`src/design/mtq_pkg.sv`:
```
// Package for the max-tracking queue: depth, widths, command and status
// codes, and the beat, entry and cell control structs.
// No dependencies.
`timescale 1ns / 1ps

package mtq_pkg;

    localparam int DEPTH = 16;
    localparam int CNT_W = $clog2(DEPTH + 1);

    typedef enum logic [1:0] {
        CMD_PUSH = 2'd0,
        CMD_POP  = 2'd1,
        CMD_PEEK = 2'd2
    } t_cmd;

    typedef enum logic [1:0] {
        ST_OK        = 2'd0,
        ST_POP_EMPTY = 2'd1,
        ST_PUSH_FULL = 2'd2
    } t_status;

    typedef struct packed {
        logic [1:0]         command;
        logic signed [31:0] value;
    } t_in;

    typedef struct packed {
        logic signed [31:0] front_value;
        logic signed [31:0] front_maximum;
        logic [4:0]         count;
        logic               is_empty;
        logic [1:0]         status;
    } t_out;

    typedef struct packed {
        logic signed [31:0] value;
        logic signed [31:0] maximum;
    } t_entry;

    typedef struct packed {
        logic push;
        logic pop;
        logic valid;
        logic tail;
    } t_cell_ctl;

endpackage

```
`src/design/mtq_cell.sv`:
```
// One queue cell: holds a value and the running maximum behind it.
// Depends on mtq_pkg.
`timescale 1ns / 1ps

module mtq_cell
    import mtq_pkg::*;
(
    input  logic               i_clk,
    input  t_cell_ctl          i_ctl,
    input  logic signed [31:0] i_value,
    input  t_entry             i_next,
    output t_entry             o_entry
);

    t_entry r_entry;
    t_entry n_entry;

    always_comb begin
        n_entry = r_entry;
        if (i_ctl.pop) begin
            // advance towards the front
            n_entry = i_next;
        end else if (i_ctl.push) begin
            if (i_ctl.tail) begin
                n_entry.value   = i_value;
                n_entry.maximum = i_value;
            end else if (i_ctl.valid && (r_entry.maximum < i_value)) begin
                n_entry.maximum = i_value;
            end
        end
    end

    always_ff @(posedge i_clk) begin
        r_entry <= n_entry;
    end

    assign o_entry = r_entry;

endmodule

```
`src/design/max_tracking_queue_top.sv`:
```
// Top level of the max-tracking queue: count, status and result strobe
// around a row of mtq_cell instances. Depends on mtq_pkg and mtq_cell.
`timescale 1ns / 1ps

// The queue takes one command per cycle (busy stays low) and answers every
// command with one result beat, strobed in the cycle after the command is
// taken, one item per cycle. The front entry lives in cell zero; a pop shifts
// every cell one place forward, and a push writes the cell at the current
// count while every occupied cell compares and raises its maximum in
// parallel. Results cannot be held off, so a beat must be taken in the cycle
// its strobe is high.
module max_tracking_queue_top
    import mtq_pkg::*;
(
    input  logic i_clk,
    input  logic i_rst_n,
    input  logic start,
    output logic busy,
    input  t_in  i_item,
    output logic o_strobe,
    output t_out o_result
);

    logic [CNT_W-1:0] r_count;
    logic [CNT_W-1:0] n_count;
    t_status          r_status;
    t_status          n_status;
    logic             r_strobe;
    logic             accept;
    logic             push_ok;
    logic             pop_ok;
    t_entry           cell_q [DEPTH];

    assign busy   = 1'b0;
    assign accept = start && !busy;

    always_comb begin
        push_ok  = 1'b0;
        pop_ok   = 1'b0;
        n_status = ST_OK;
        n_count  = r_count;
        unique case (i_item.command)
            CMD_PUSH: begin
                if (r_count == CNT_W'(DEPTH)) begin
                    n_status = ST_PUSH_FULL;
                end else begin
                    push_ok = accept;
                    n_count = r_count + CNT_W'(1);
                end
            end
            CMD_POP: begin
                if (r_count == '0) begin
                    n_status = ST_POP_EMPTY;
                end else begin
                    pop_ok  = accept;
                    n_count = r_count - CNT_W'(1);
                end
            end
            default: begin
                n_status = ST_OK;
            end
        endcase
    end

    always_ff @(posedge i_clk) begin
        if (!i_rst_n) begin
            r_count  <= '0;
            r_status <= ST_OK;
            r_strobe <= 1'b0;
        end else begin
            r_strobe <= accept;
            if (accept) begin
                r_count  <= n_count;
                r_status <= n_status;
            end
        end
    end

    for (genvar g = 0; g < DEPTH; g++) begin : g_cell
        t_cell_ctl ctl;
        t_entry    next_entry;

        assign ctl.push  = push_ok;
        assign ctl.pop   = pop_ok;
        assign ctl.valid = (CNT_W'(g) < r_count);
        assign ctl.tail  = (CNT_W'(g) == r_count);

        if (g == DEPTH - 1) begin : g_last
            assign next_entry = '0;
        end else begin : g_mid
            assign next_entry = cell_q[g+1];
        end

        mtq_cell u_cell (
            .i_clk   (i_clk),
            .i_ctl   (ctl),
            .i_value (i_item.value),
            .i_next  (next_entry),
            .o_entry (cell_q[g])
        );
    end

    always_comb begin
        o_result.count    = 5'(r_count);
        o_result.is_empty = (r_count == '0);
        o_result.status   = r_status;
        if (r_count == '0) begin
            o_result.front_value   = '0;
            o_result.front_maximum = '0;
        end else begin
            o_result.front_value   = cell_q[0].value;
            o_result.front_maximum = cell_q[0].maximum;
        end
    end

    assign o_strobe = r_strobe;

endmodule

```
`config.mk`:
```
export PLATFORM = sky130hd
export DESIGN_NAME = max_tracking_queue_top
export DESIGN_NICKNAME = d
export VERILOG_FILES = /design/src/design/mtq_pkg.sv /design/src/design/mtq_cell.sv /design/src/design/max_tracking_queue_top.sv
export SDC_FILE = /design/constraint.sdc
export NUM_CORES = 2
export LEC_CHECK = 0
export BUFFER_PORTS_ARGS = -buffer_cell sky130_fd_sc_hd__clkbuf_2
export CORE_UTILIZATION = 55
export DETAILED_ROUTE_END_ITERATION = 16
export HOLD_SLACK_MARGIN = 0.06
export PLACE_DENSITY = 0.71
export SLEW_MARGIN = 20
export SYNTH_ARGS = -nofsm -noshare
export SYNTH_HDL_FRONTEND = slang
export SYNTH_SLANG_ARGS = --single-unit
```
`constraint.sdc`:
```
create_clock -name i_clk -period 16.9 [get_ports i_clk]
set_input_delay 5.07 -clock i_clk [delete_from_list [all_inputs] [get_ports i_clk]]
set_output_delay 5.07 -clock i_clk [all_outputs]
set_load 0.1 [all_outputs]
```
==> qor.yml <==
path_cells: "inv_1, ha_1, nand3b_1, inv_2, buf_4, nor2b_1, clkbuf_2"
routabilityCongestion: 0.880
async_flop_share_pct: 0
finClkSkew_ps: 15.1
max_freq_mhz: 117
status: "completed"
maxSlewViolCount: 0
ys_seq_area_share_pct: 58.5
syn_to_final_growth_pct: 11.1
die_area_um2: 95200
drtPass1Iterations: 6
num-fill-cells: 6939
ir_drop_mv: 0.0722
setup_viol: 0
finalHoldViolCount: 0
cts_buffer_depth: 3
critPathTopFamily: "buffers and inverters"
cts_setup_buffers: 0
slowest_stage: "dfxtp_1"
wl_met2_um: 53600
ys.warnings.count: 0
post-place-cells: 5187
grt_pass1_wl_um: 184000
wl_um: 118000
start_util_pct: 55.5
synth-seq-cells: 1032
p_sw_w: 0.00156
switching_share_pct: 25.7
cts_tree: "built"
hp-class: "flip-flop to flip-flop"
io_pins: 111
fin_tns_setup_ps: 0
vias_per_cell: 6.04
first_global_vias: 32600
worst_slew_pin_slew_ps: 1080
max_stage_delay_ps: 650
powerDensity_nw_per_um2: 106
grt_remaining_overflow: 0
portBuffers: 109
final_common_cell: "a21o_1"
synth_edf_count: 960
wl_met3_um: 6870
row_count: 112
postCtsHoldBufs: 0
post-route-util_pct: 61.7
p_seq_share_pct: 48.5
cts.htree.levels: 3
crit_type: "flip-flop to output pin"
antenna_left: 0
highest_layer: "met4"
crit_path_start_kind: "flip-flop"
clk_latency_ps: 680
slew_headroom_pct: 27.8
ctsResizeCount: 0
period_share_pct: 50.7
crit_arrival_ps: 3490
combPwrFrac_pct: 12.9
cp.required_ps: 11830
synth_cell_types: 76
crit_path_end_kind: "output pin"
clockRootBuffer: "clkbuf_16"
hpwl_um: 81200
syn_nets: 4506
coreArea_um2: 93200
final_layout_size_suffix_gt1_share_pct: 11.0
path_max_fanout: 65
cts_inserted_buffers: 108
remaining_drc_errors: 0
cap_violations: 0
drtIter0Drc: 2807
yosys_most_used_dff: "edfxtp_1"
grt_usage_pct: 24.8
grt_max_degree: 204
synth_cells: 3968
wire_per_inst_um: 21.8
wl_met1_um: 54200
die_w_um: 309
n_antenna_cell: 0
nets: 4582
antenna_found_initial: 0
final_cell_mix: "1018 x a21o_1, 960 x edfxtp_1, 501 x ha_1"
p_int_w: 0.00452
leakage_nw: 25.3
die_h_um: 309
cts.sinks: 1032
syn_area_um2: 51700
num_vias: 32600
fin_crit_ps: 8560
path_buf_inv: 4
fin_cells: 5391
p_clk_share_pct: 38.5
path_clk_slew_ps: 60
syn_area_per_cell_um2: 13.0
rsz0062_at_grt: "false"
## cells in the mapped netlist, types with 51 or more instances
cell | count | area share [%]
nand2_1 | 186 | 1.4
edfxtp_1 | 960 | 56
a21o_1 | 1018 | 15
ha_1 | 501 | 12
dfxtp_1 | 72 | 2.8
nand4_1 | 99 | 1.2
o21ai_0 | 82 | 0.79
a21oi_1 | 152 | 1.5
nor2b_1 | 72 | 0.87
inv_1 | 51 | 0.37
clkbuf_1 | 97 | 0.70
buf_2 | 105 | 1.0
nor2_1 | 113 | 0.82
## worst reg2reg max path, cell delays in order (launching register included)
cell	delay, ps
dfxtp_1	650
inv_1	230
ha_1	380
nand3b_1	300
inv_2	170
nor2_4	170
buf_4	560
buf_4	760
buf_12	690
nor2_2	250
buf_4	280
a21o_1	220
## path summary, 6_finish.rpt
kind	endpoint	startpoint	slack, ps	cells past startpoint
worst min-delay path	g_cell[15].u_cell.o_entry[61]	g_cell[15].u_cell.o_entry[61]	460	2
worst max register to register	g_cell[4].u_cell.o_entry[55]	r_count[0]	11990	11
worst max-delay path	o_result[51]	r_count[0]	8340	7
worst min register to register	g_cell[15].u_cell.o_entry[61]	g_cell[15].u_cell.o_entry[61]	460	2
## state kept, by name, indices dropped and copies added (netlist names)
name / flops
o_strobe: 1
r_status: 2
r_count: 5
g_cell.u_cell.o_entry: 1024
## power by group through the flow
stage	clock [W]	combinational (W)	sequential [W]
after CTS	0.00238	0.000788	0.00295
after global placement	0	0.000762	0.00300
after floorplan	0	0.000575	0.00300
final	0.00234	0.000786	0.00295
after detailed placement	0	0.000781	0.00300
after global routing	0.00248	0.000860	0.00296
## through the flow
stage          hold slack (ps)  cell area [um^2]  setup slack (ps)  power [W]
6_report                   457             57500              8340    0.00608
5_1_grt                    477             57500              8080    0.00629
4_1_cts                    459             57400              8310    0.00612
3_5_place_dp               450             53900              8040    0.00378
3_3_place_gp               444             53900              8150    0.00376
2_1_floorplan              437             51700              6820    0.00357
## layout make-up
class / count / area (um^2) / share of cell area (%)
timing repair buffer: 218 / 1380 / 2.41
clock inverter: 55 / 445 / 0.775
sequential: 1032 / 30300 / 52.7
clock buffer: 148 / 3100 / 5.40
inverter: 52 / 195 / 0.340
multi-input combinational: 2632 / 20500 / 35.7
tap: 1254 / 1570 / 2.73
## cell families after synthesis
group | after synthesis | synth area share (%)
AOI/OAI and AO/OA | 1507 | 20.7
DFF | 1032 | 58.5
and+or+nand+nor | 614 | 5.95
adders and majority gates | 501 | 12.1
buffers and inverters | 304 | 2.48
xor gates and xnor gates | 5 | 0.0847
muxes | 4 | 0.0798
other | 1 | 0.00725
## routing by layer
metal / up-vias / track usage [%]
met3: 155 / 3.14
met2: 973 / 39.3
met4: 0 / 8.11
li1: 15500 / -
met5: - / 0
met1: 15900 / 35.6
Power figures use the tool's default switching activity.
